File: src/sv/assert_macros.svh
// ----------------------------------------------------------------------------
// Assertion macros
// Concurrent assertion wrappers shared by the RTL. They are empty when SYNTH
// is defined.
// ----------------------------------------------------------------------------
`ifndef ASSERT_MACROS_SVH
`define ASSERT_MACROS_SVH

`ifndef SYNTH
// The property must hold at every clock edge outside reset.
`define ASSERT_ALWAYS(lbl, clk, rst_n, prop, msg) \
	lbl: assert property (@(posedge clk) disable iff (!rst_n) (prop)) else $error(msg);
// The consequent must hold in the cycle after the antecedent.
`define ASSERT_NEXT(lbl, clk, rst_n, ante, cons, msg) \
	lbl: assert property (@(posedge clk) disable iff (!rst_n) (ante) |=> (cons)) else $error(msg);
`else
`define ASSERT_ALWAYS(lbl, clk, rst_n, prop, msg)
`define ASSERT_NEXT(lbl, clk, rst_n, ante, cons, msg)
`endif

`endif

File: src/sv/pma_pkg.sv
// ----------------------------------------------------------------------------
// Moving average package
// Shared constants and types of the primed moving average filter.
// ----------------------------------------------------------------------------
package pma_pkg;

	// Width of the window length register.
	localparam int LEN_BITS = 6;
	// Window length after reset, limited to the largest window.
	localparam int WINDOW_RESET = 32;
	localparam int DEF_MAX_WINDOW = 32;
	localparam int DEF_SAMPLE_BITS = 16;

	// What the front decided a sample is for.
	typedef enum logic {
		KIND_PRIME,
		KIND_UPDATE
	} item_kind_t;

	// Control side of the queue output.
	typedef struct packed {
		logic       valid;
		item_kind_t kind;
	} q_ctl_t;

	typedef enum logic [2:0] {
		B_IDLE,
		B_FILL,
		B_READ,
		B_SUM,
		B_ABS,
		B_DIV,
		B_SIGN,
		B_OUT
	} back_state_t;

endpackage

File: src/sv/pma_front.sv
// ----------------------------------------------------------------------------
// Moving average front end
// Accepts sample requests and tags each as a priming or an update item.
// ----------------------------------------------------------------------------
module pma_front
	import pma_pkg::*;
#(
	parameter int SAMPLE_BITS = DEF_SAMPLE_BITS,
	parameter int DATA_BITS   = ((DEF_SAMPLE_BITS + 7) / 8) * 8
) (
	input  logic                   clk,
	input  logic                   arst_n,
	input  logic                   s_tvalid,
	output logic                   s_tready,
	input  logic [DATA_BITS-1:0]   s_tdata,
	input  logic                   cfg_clear,
	input  logic                   q_full,
	output logic                   push,
	output item_kind_t             push_kind,
	output logic [SAMPLE_BITS-1:0] push_sample
);

	logic primed_q;

	assign s_tready    = !q_full;
	assign push        = s_tvalid && !q_full;
	assign push_kind   = primed_q ? KIND_UPDATE : KIND_PRIME;
	assign push_sample = s_tdata[SAMPLE_BITS-1:0];

	// The first sample after reset or a new window length primes the filter.
	always_ff @(posedge clk or negedge arst_n) begin
		if (!arst_n) begin
			primed_q <= 1'b0;
		end else if (cfg_clear) begin
			primed_q <= 1'b0;
		end else if (push) begin
			primed_q <= 1'b1;
		end
	end

endmodule

File: src/sv/pma_queue.sv
// ----------------------------------------------------------------------------
// Moving average item queue
// Two-entry queue between the front end and the back end.
// ----------------------------------------------------------------------------
module pma_queue
	import pma_pkg::*;
#(
	parameter int SAMPLE_BITS = DEF_SAMPLE_BITS
) (
	input  logic                   clk,
	input  logic                   arst_n,
	input  logic                   push,
	input  item_kind_t             push_kind,
	input  logic [SAMPLE_BITS-1:0] push_sample,
	output logic                   full,
	input  logic                   pop,
	output q_ctl_t                 head,
	output logic [SAMPLE_BITS-1:0] head_sample
);

	logic [1:0]             count_q;
	logic                   wr_ptr_q;
	logic                   rd_ptr_q;
	item_kind_t             kind_q   [2];
	logic [SAMPLE_BITS-1:0] sample_q [2];

	assign full             = (count_q == 2'd2);
	assign head.valid       = (count_q != 2'd0);
	assign head.kind        = kind_q[rd_ptr_q];
	assign head_sample      = sample_q[rd_ptr_q];

	always_ff @(posedge clk or negedge arst_n) begin
		if (!arst_n) begin
			count_q  <= 2'd0;
			wr_ptr_q <= 1'b0;
			rd_ptr_q <= 1'b0;
		end else begin
			if (push) begin
				wr_ptr_q <= !wr_ptr_q;
			end
			if (pop) begin
				rd_ptr_q <= !rd_ptr_q;
			end
			if (push && !pop) begin
				count_q <= count_q + 2'd1;
			end else if (pop && !push) begin
				count_q <= count_q - 2'd1;
			end
		end
	end

	always_ff @(posedge clk) begin
		if (push) begin
			kind_q[wr_ptr_q]   <= push_kind;
			sample_q[wr_ptr_q] <= push_sample;
		end
	end

endmodule

File: src/sv/pma_back.sv
// ----------------------------------------------------------------------------
// Moving average back end
// Window store, running sum, iterative divider and output register.
// ----------------------------------------------------------------------------
`include "assert_macros.svh"

module pma_back
	import pma_pkg::*;
#(
	parameter int MAX_WINDOW  = DEF_MAX_WINDOW,
	parameter int SAMPLE_BITS = DEF_SAMPLE_BITS,
	parameter int DATA_BITS   = ((DEF_SAMPLE_BITS + 7) / 8) * 8
) (
	input  logic                   clk,
	input  logic                   arst_n,
	input  logic [LEN_BITS-1:0]    window_len,
	input  q_ctl_t                 head,
	input  logic [SAMPLE_BITS-1:0] head_sample,
	output logic                   pop,
	output logic                   m_tvalid,
	input  logic                   m_tready,
	output logic [DATA_BITS-1:0]   m_tdata
);

	localparam int LEN_MAX = (MAX_WINDOW < (1 << LEN_BITS)) ? MAX_WINDOW
		: (1 << LEN_BITS) - 1;
	localparam int PW      = $clog2(MAX_WINDOW);
	localparam int SW      = SAMPLE_BITS + $clog2(LEN_MAX);
	localparam int CW      = (PW + 1 > LEN_BITS) ? PW + 1 : LEN_BITS;
	localparam int RB      = LEN_BITS + 1;
	localparam int NW      = $clog2(SW);

	back_state_t            state_q, state_d;
	logic [SAMPLE_BITS-1:0] mem [MAX_WINDOW];
	logic [SAMPLE_BITS-1:0] rd_q;
	logic [SAMPLE_BITS-1:0] sample_q;
	logic [SAMPLE_BITS-1:0] res_q;
	logic [SAMPLE_BITS-1:0] m_data_q;
	logic                   m_valid_q;
	logic [PW-1:0]          ptr_q;
	logic [PW-1:0]          idx_q;
	logic [SW-1:0]          sum_q;
	logic [SW-1:0]          dq_q;
	logic [RB-1:0]          rem_q;
	logic [NW-1:0]          cnt_q;
	logic                   neg_q;

	logic                   mem_we;
	logic [PW-1:0]          mem_waddr;
	logic [CW-1:0]          len_ext;
	logic [CW-1:0]          ptr_inc;
	logic [CW-1:0]          idx_inc;
	logic                   ptr_wrap;
	logic                   idx_last;
	logic [SW-1:0]          sample_sx;
	logic [SW-1:0]          rd_sx;
	logic [RB-1:0]          rem_sh;
	logic                   rem_ge;
	logic                   out_free;

	assign len_ext   = CW'(window_len);
	assign ptr_inc   = CW'(ptr_q) + CW'(1);
	assign idx_inc   = CW'(idx_q) + CW'(1);
	assign ptr_wrap  = (ptr_inc == len_ext);
	assign idx_last  = (idx_inc == len_ext);
	assign sample_sx = {{(SW-SAMPLE_BITS){sample_q[SAMPLE_BITS-1]}}, sample_q};
	assign rd_sx     = {{(SW-SAMPLE_BITS){rd_q[SAMPLE_BITS-1]}}, rd_q};
	assign rem_sh    = {rem_q[RB-2:0], dq_q[SW-1]};
	assign rem_ge    = (rem_sh >= RB'(window_len));
	assign out_free  = !m_valid_q || m_tready;
	assign mem_we    = (state_q == B_FILL) || (state_q == B_SUM);
	assign mem_waddr = (state_q == B_FILL) ? idx_q : ptr_q;

	assign m_tvalid  = m_valid_q;
	assign m_tdata   = DATA_BITS'(m_data_q);

	// Window store: one write port, registered read at the write pointer.
	always_ff @(posedge clk) begin
		if (mem_we) begin
			mem[mem_waddr] <= sample_q;
		end
		rd_q <= mem[ptr_q];
	end

	always_ff @(posedge clk or negedge arst_n) begin
		if (!arst_n) begin
			state_q <= B_IDLE;
		end else begin
			state_q <= state_d;
		end
	end

	always_comb begin
		state_d = state_q;
		pop     = 1'b0;
		unique case (state_q)
			B_IDLE: begin
				if (head.valid) begin
					pop     = 1'b1;
					state_d = (head.kind == KIND_PRIME) ? B_FILL : B_READ;
				end
			end
			B_FILL: begin
				if (idx_last) begin
					state_d = B_OUT;
				end
			end
			B_READ: state_d = B_SUM;
			B_SUM:  state_d = B_ABS;
			B_ABS:  state_d = B_DIV;
			B_DIV: begin
				if (cnt_q == NW'(SW - 1)) begin
					state_d = B_SIGN;
				end
			end
			B_SIGN: state_d = B_OUT;
			B_OUT: begin
				if (out_free) begin
					state_d = B_IDLE;
				end
			end
			default: state_d = B_IDLE;
		endcase
	end

	always_ff @(posedge clk or negedge arst_n) begin
		if (!arst_n) begin
			ptr_q     <= '0;
			sum_q     <= '0;
			m_valid_q <= 1'b0;
		end else begin
			if (state_q == B_FILL) begin
				sum_q <= sum_q + sample_sx;
				ptr_q <= '0;
			end else if (state_q == B_IDLE && pop && head.kind == KIND_PRIME) begin
				sum_q <= '0;
			end else if (state_q == B_SUM) begin
				sum_q <= sum_q - rd_sx + sample_sx;
				ptr_q <= ptr_wrap ? '0 : ptr_inc[PW-1:0];
			end
			if (state_q == B_OUT && out_free) begin
				m_valid_q <= 1'b1;
			end else if (m_tready) begin
				m_valid_q <= 1'b0;
			end
		end
	end

	always_ff @(posedge clk) begin
		unique case (state_q)
			B_IDLE: begin
				sample_q <= head_sample;
				idx_q    <= '0;
			end
			B_FILL: begin
				idx_q <= idx_inc[PW-1:0];
				res_q <= sample_q;
			end
			B_ABS: begin
				neg_q <= sum_q[SW-1];
				dq_q  <= sum_q[SW-1] ? -sum_q : sum_q;
				rem_q <= '0;
				cnt_q <= '0;
			end
			B_DIV: begin
				// Restoring division, one quotient bit a cycle.
				rem_q <= rem_ge ? rem_sh - RB'(window_len) : rem_sh;
				dq_q  <= {dq_q[SW-2:0], rem_ge};
				cnt_q <= cnt_q + NW'(1);
			end
			B_SIGN: begin
				res_q <= neg_q ? -dq_q[SAMPLE_BITS-1:0] : dq_q[SAMPLE_BITS-1:0];
			end
			B_OUT: begin
				if (out_free) begin
					m_data_q <= res_q;
				end
			end
			default: begin
			end
		endcase
	end

	`ASSERT_ALWAYS(a_ptr_in_window, clk, arst_n,
		state_q != B_SUM || CW'(ptr_q) < len_ext, "write pointer outside the window")
	`ASSERT_ALWAYS(a_fill_in_window, clk, arst_n,
		state_q != B_FILL || CW'(idx_q) < len_ext, "fill index outside the window")
	`ASSERT_NEXT(a_out_loaded, clk, arst_n, state_q == B_OUT && out_free,
		m_valid_q && state_q == B_IDLE, "result not presented after loading")
	`ASSERT_NEXT(a_pop_only_idle, clk, arst_n, pop,
		state_q == B_FILL || state_q == B_READ, "item taken outside idle")

endmodule

File: src/sv/primed_moving_average.sv
// ----------------------------------------------------------------------------
// Primed moving average
// Boxcar moving average of signed fixed-point samples over a programmable
// window, primed by the first sample after reset or a window change.
// ----------------------------------------------------------------------------
// Samples arrive as requests on the s_ channel and averages leave on the m_
// channel, one average for every sample, in order. The window length is set
// through cfg_we/cfg_wdata; a value of zero or above the largest window is
// ignored, and a valid write restarts the filter so that the next sample
// primes it. Write it only while no sample is in flight.
// A priming sample fills every window slot, one slot per cycle from the
// single write port of the window store, and is returned unchanged.
// A later sample reads the oldest slot, updates the running sum and then
// goes through a restoring divider that produces one quotient bit per
// cycle. The back end works on one sample at a time; a two-entry queue
// keeps accepting samples meanwhile. A result waits in an output register;
// while the receiver stalls with that register full, the back end holds
// its next result, and once the queue has filled as well the input stops
// accepting. Reset clears the filter, sets the window length to 32 (or to
// the largest window if that is smaller) and empties the queue and the
// output register. The window store is not cleared: priming writes every
// slot before a read.
// ----------------------------------------------------------------------------
module primed_moving_average
	import pma_pkg::*;
#(
	parameter int MAX_WINDOW  = DEF_MAX_WINDOW,
	parameter int SAMPLE_BITS = DEF_SAMPLE_BITS,
	parameter int DATA_BITS   = ((SAMPLE_BITS + 7) / 8) * 8
) (
	input  logic                 clk,
	input  logic                 arst_n,
	// Sample requests.
	input  logic                 s_tvalid,
	output logic                 s_tready,
	input  logic [DATA_BITS-1:0] s_tdata,   // sample, zero padding above
	// Average results.
	output logic                 m_tvalid,
	input  logic                 m_tready,
	output logic [DATA_BITS-1:0] m_tdata,   // average, zero padding above
	// Window length register.
	input  logic                 cfg_we,
	input  logic [LEN_BITS-1:0]  cfg_wdata  // window_length
);

	localparam int LEN_MAX   = (MAX_WINDOW < (1 << LEN_BITS)) ? MAX_WINDOW
		: (1 << LEN_BITS) - 1;
	localparam int LEN_RESET = (WINDOW_RESET > LEN_MAX) ? LEN_MAX : WINDOW_RESET;

	logic [LEN_BITS-1:0]    window_len_q;
	logic                   cfg_ok;
	logic                   q_full;
	logic                   push;
	item_kind_t             push_kind;
	logic [SAMPLE_BITS-1:0] push_sample;
	logic                   pop;
	q_ctl_t                 head;
	logic [SAMPLE_BITS-1:0] head_sample;

	// Out-of-range window lengths leave the register and the filter untouched.
	assign cfg_ok = cfg_we && (cfg_wdata != '0) && (int'(cfg_wdata) <= LEN_MAX);

	always_ff @(posedge clk or negedge arst_n) begin
		if (!arst_n) begin
			window_len_q <= LEN_BITS'(LEN_RESET);
		end else if (cfg_ok) begin
			window_len_q <= cfg_wdata;
		end
	end

	// The front end tags each sample; a valid write also clears its primed flag.
	pma_front #(
		.SAMPLE_BITS (SAMPLE_BITS),
		.DATA_BITS   (DATA_BITS)
	) u_front (
		.clk         (clk),
		.arst_n      (arst_n),
		.s_tvalid    (s_tvalid),
		.s_tready    (s_tready),
		.s_tdata     (s_tdata),
		.cfg_clear   (cfg_ok),
		.q_full      (q_full),
		.push        (push),
		.push_kind   (push_kind),
		.push_sample (push_sample)
	);

	pma_queue #(
		.SAMPLE_BITS (SAMPLE_BITS)
	) u_queue (
		.clk         (clk),
		.arst_n      (arst_n),
		.push        (push),
		.push_kind   (push_kind),
		.push_sample (push_sample),
		.full        (q_full),
		.pop         (pop),
		.head        (head),
		.head_sample (head_sample)
	);

	// The back end owns the window store, the running sum and the divider.
	pma_back #(
		.MAX_WINDOW  (MAX_WINDOW),
		.SAMPLE_BITS (SAMPLE_BITS),
		.DATA_BITS   (DATA_BITS)
	) u_back (
		.clk         (clk),
		.arst_n      (arst_n),
		.window_len  (window_len_q),
		.head        (head),
		.head_sample (head_sample),
		.pop         (pop),
		.m_tvalid    (m_tvalid),
		.m_tready    (m_tready),
		.m_tdata     (m_tdata)
	);

endmodule

File: config.mk
export PLATFORM = sky130hd
export DESIGN_NAME = primed_moving_average
export DESIGN_NICKNAME = d
export VERILOG_FILES = /design/src/sv/pma_pkg.sv /design/src/sv/pma_front.sv /design/src/sv/pma_queue.sv /design/src/sv/pma_back.sv /design/src/sv/primed_moving_average.sv
export VERILOG_INCLUDE_DIRS = /design/src /design/src/sv
export SDC_FILE = /design/constraint.sdc
export NUM_CORES = 1
export LEC_CHECK = 0
export ABC_CLOCK_PERIOD_IN_PS = 5300
export BUFFER_PORTS_ARGS = -buffer_cell sky130_fd_sc_hd__buf_2
export CAP_MARGIN = 20
export CORE_UTILIZATION = 50
export CTS_CLUSTER_DIAMETER = 30
export DETAILED_ROUTE_END_ITERATION = 8
export HOLD_SLACK_MARGIN = 0.06
export PLACE_DENSITY_LB_ADDON = 0.2
export SLEW_MARGIN = 20
export SYNTH_ARGS = -nofsm -noshare
export SYNTH_HDL_FRONTEND = slang
export SYNTH_SLANG_ARGS = --single-unit
export TNS_END_PERCENT = 50
File: constraint.sdc
create_clock -name clk -period 5.3 [get_ports clk]
set_input_delay 0.53 -clock clk [delete_from_list [all_inputs] [get_ports clk]]
set_output_delay 0.53 -clock clk [all_outputs]
set_load 0.005 [all_outputs]
==> impl_metrics.yaml <==
placed_design:
  place.gp.congestion: 0.924
  post-dp-hpwl_um: 46800
  io_buffer_count: 44
  place_ws_ns: 1.50
timing:
  fmax_mhz: 261
  fin_skew_ns: 0.0289
  finalCritPeriodShare_pct: 72.2
  fin_setup_tns_ns: 0
  setup_violations: 0
  worstMarginPinSlew_ns: 1.07
  layout_setup_ws_ns: 1.47
  hold_violations: 0
  finalMaxSlewViolations: 0
  period_minus_slack_ns: 3.83
  relSlewSlack_pct: 28.3
  rsz0062_at_grt: "false"
floorplan:
  start_util_pct: 50.8
  row_count: 89
  io_pins: 45
  die_y_um: 248
  die-area_mm2: 0.0613
  core_area_mm2: 0.0594
  fp.dieW_um: 248
worst_setup_path:
  crit_path_cell_trace: "nor2_1, nand2_1, nor2_1, a22oi_1, buf_4, nor2_1, buf_4"
  worstPathRequired_ns: 5.70
  path_max_fanout: 13
  cpMostUsedCell: "nor2_1"
  r2r_setup_slack_ns: 1.47
  cpMaxStageDelayCell: "nor2_1"
  critPathKind: "register to register"
  start_kind: "register"
  r2r_end: "u_back.mem[14][15]"
  crit_arrival_ns: 4.23
  rr_worst_depth: 7
  cpPeakStageDelay_ns: 0.74
  rr_startpoint: "u_back.state_q[1]"
  critPathCaptureType: "register"
logic_synthesis:
  ys_ff_latch: 689
  synth_warnings: 0
  netlist_area_mm2: 0.0302
  yosysUniqueCellTypes: 68
  synth_ff_type: "edfxtp_1"
  ys_seq_area_share_pct: 67.4
  async_reset_ff_share_pct: 5.95
  synth_edf_count: 632
  syn_nets: 2142
  netlist_instances: 2039
  syn_avg_cell_area_um2: 14.8
cts:
  h-tree-depth: 4
  clk_pin_slew_worst_paths_ns: 0.05
  post_cts.repair.setup_buffers: 0
  cts_tree: "done"
  cts_root_buf: "clkbuf_16"
  cts_buffers: 135
  clk_path_buf_depth: 3
  insertion_delay_ns: 0.72
  clock-sinks: 689
finish:
  drive_gt1_share_pct: 20.2
  multi_input_area_mm2: 0.00911
  final_cell_mix: "632 x edfxtp_1, 176 x nand2_1, 136 x clkbuf_16, 133 x o21ai_0, 103 x mux2i_1"
  synthToLayoutAreaGrowth_pct: 20.5
  layout_commonest_cell: "edfxtp_1"
  final_nets: 2329
  fill_cells: 4279
  ff_latch_area_mm2: 0.0203
global_route:
  grtUsageTotal_pct: 25.3
  grt.busiest_layer: "met2"
  antenna_found_initial: 0
  met3_usage_pct: 5.87
  grtUsageMet1_pct: 37.3
  gr-usage-met2_pct: 37.6
  first_global_vias: 18000
  grt_max_degree: 56
  grt_pass1_wl_um: 113000
  grt_overflow_total: 0
power_and_ir_drop:
  p_int_uw: 15200
  sw_frac_of_total_pct: 33.3
  ir_worst_vdd_uv: 365
  power.share.clock_pct: 36.3
  seqPwrFrac_pct: 33.2
  leakage_uw: 0.0128
  switchingPower_uw: 7560
  combPwrFrac_pct: 30.6
  power_density_mw_per_mm2: 625
hold_path:
  hold_class: "primary input to register"
  hold_depth: 2
  min_from: "cfg_wdata[1]"
  worstHoldEndpoint: "window_len_q[1]"
drt:
  firstDrtPassIters: 5
  avgViaCountPerCell: 5.87
  routed_wl_um: 75400
  routed-via-count: 18300
  drtAntennaViolNets: 0
  drtIter0Drc: 1922
  wl_per_cell_um: 24.3
  drc: 0
status:
  status: "finished, final reports clean"
job:
  drv_cap: 0
[timing repair]
item,4_1_cts,5_1_grt
resized for setup,0,0
endpoints found under the hold margin,77,0
hold buffers,22,0
[worst max-delay path by stage]
| stage | endpoint | start |
|---|---|---|
| finish | u_back.mem[14][15] | u_back.state_q[1] |
| floorplan | u_back.sum_q[20] | u_back.sample_q[5] |
| CTS | u_back.sum_q[20] | u_back.sample_q[3] |
| detailed placement | u_back.sum_q[20] | u_back.sample_q[3] |
| global route | u_back.sum_q[20] | u_back.sample_q[1] |
| global placement | u_back.sum_q[20] | u_back.sample_q[3] |
[critical path: cells and delay by family (launching register included)]
kind | cells | cell delay [ns]
AOI/OAI and AO/OA | 1 | 0.24
buffers and inverters | 2 | 0.61
DFF | 1 | 0.54
and+or+nand+nor | 4 | 2.12
[metal layers]
layer | vias up | part of all wire (%) | wire length (um)
met2 | 696 | 46 | 34400
met1 | 9261 | 45 | 33700
met5 | - | 0 | 0
li1 | 8195 | - | -
met4 | 0 | 2.2 | 1670
met3 | 119 | 7.5 | 5650
[cell usage after synthesis, types with 22 or more instances]
| cell type | n | area [um^2] |
|---|---|---|
| dfrtp_1 | 40 | 1000 |
| mux2i_1 | 103 | 1030 |
| mux4_2 | 64 | 1440 |
| clkbuf_1 | 64 | 240 |
| mux2_2 | 55 | 619 |
| a21oi_1 | 96 | 480 |
| edfxtp_1 | 632 | 19000 |
| inv_1 | 102 | 383 |
| o21ai_0 | 133 | 666 |
| ha_1 | 54 | 676 |
| fa_1 | 22 | 440 |
| xnor2_1 | 66 | 578 |
| o221ai_1 | 50 | 438 |
| nand3_1 | 26 | 130 |
| nor2_1 | 99 | 372 |
| nand2_1 | 176 | 661 |
| xor2_1 | 25 | 219 |
[kinds of logic after synthesis]
kind of cell,share of synthesized area [%]
XOR/XNOR,2.64
AND/OR/NAND/NOR,5.69
multiplexers,10.2
flip-flops,67.4
AO/OA/AOI/OAI,7.88
buffers and inverters,2.48
adder cells (fa/ha/maj),3.70
[registers in the layout (all words and copies together) (netlist names), 5 cells and up]
signal            count
u_back.cnt_q          5
u_back.dq_q          21
u_back.idx_q          5
u_back.m_tdata       16
u_back.mem          512
u_back.ptr_q          5
u_back.rd_q          16
u_back.rem_q          6
u_back.res_q         16
u_back.sample_q      16
u_back.sum_q         21
u_queue.sample_q     32
window_len_q          6
[power by group through the flow]
stage,sequential [uW],combinational (uW),clock [uW]
after global placement,7590,6720,0
after detailed placement,7620,6860,0
final,7530,6940,8250
after floorplan,7380,5100,0
after CTS,7530,6910,8350
after global routing,7600,7660,8610
[layout make-up]
cell class,count,area share (%)
tap,773,2.66
sequential,689,55.9
antenna,1,0.00688
clock buffer,150,9.59
timing repair buffer,140,2.91
clock inverter,97,2.78
multi-input combinational,1158,25.1
inverter,102,1.05
[per-stage QoR]
stage / power (uW) / instance area, um^2 / util [%] / hold WS (ns) / cells
CTS: 22800 / 36300 / 61.2 / 0.0616 / 3108
detailed placement: 14500 / 31600 / 53.2 / 0.405 / 2839
global placement: 14300 / 31600 / 53.2 / 0.405 / 2838
finish: 22700 / 36400 / 61.2 / 0.102 / 3110
global route: 23900 / 36300 / 61.2 / 0.0834 / 3109
floorplan: 12500 / 30200 / - / 0.234 / 2039
No activity file was read; power rests on OpenSTA's default activity.
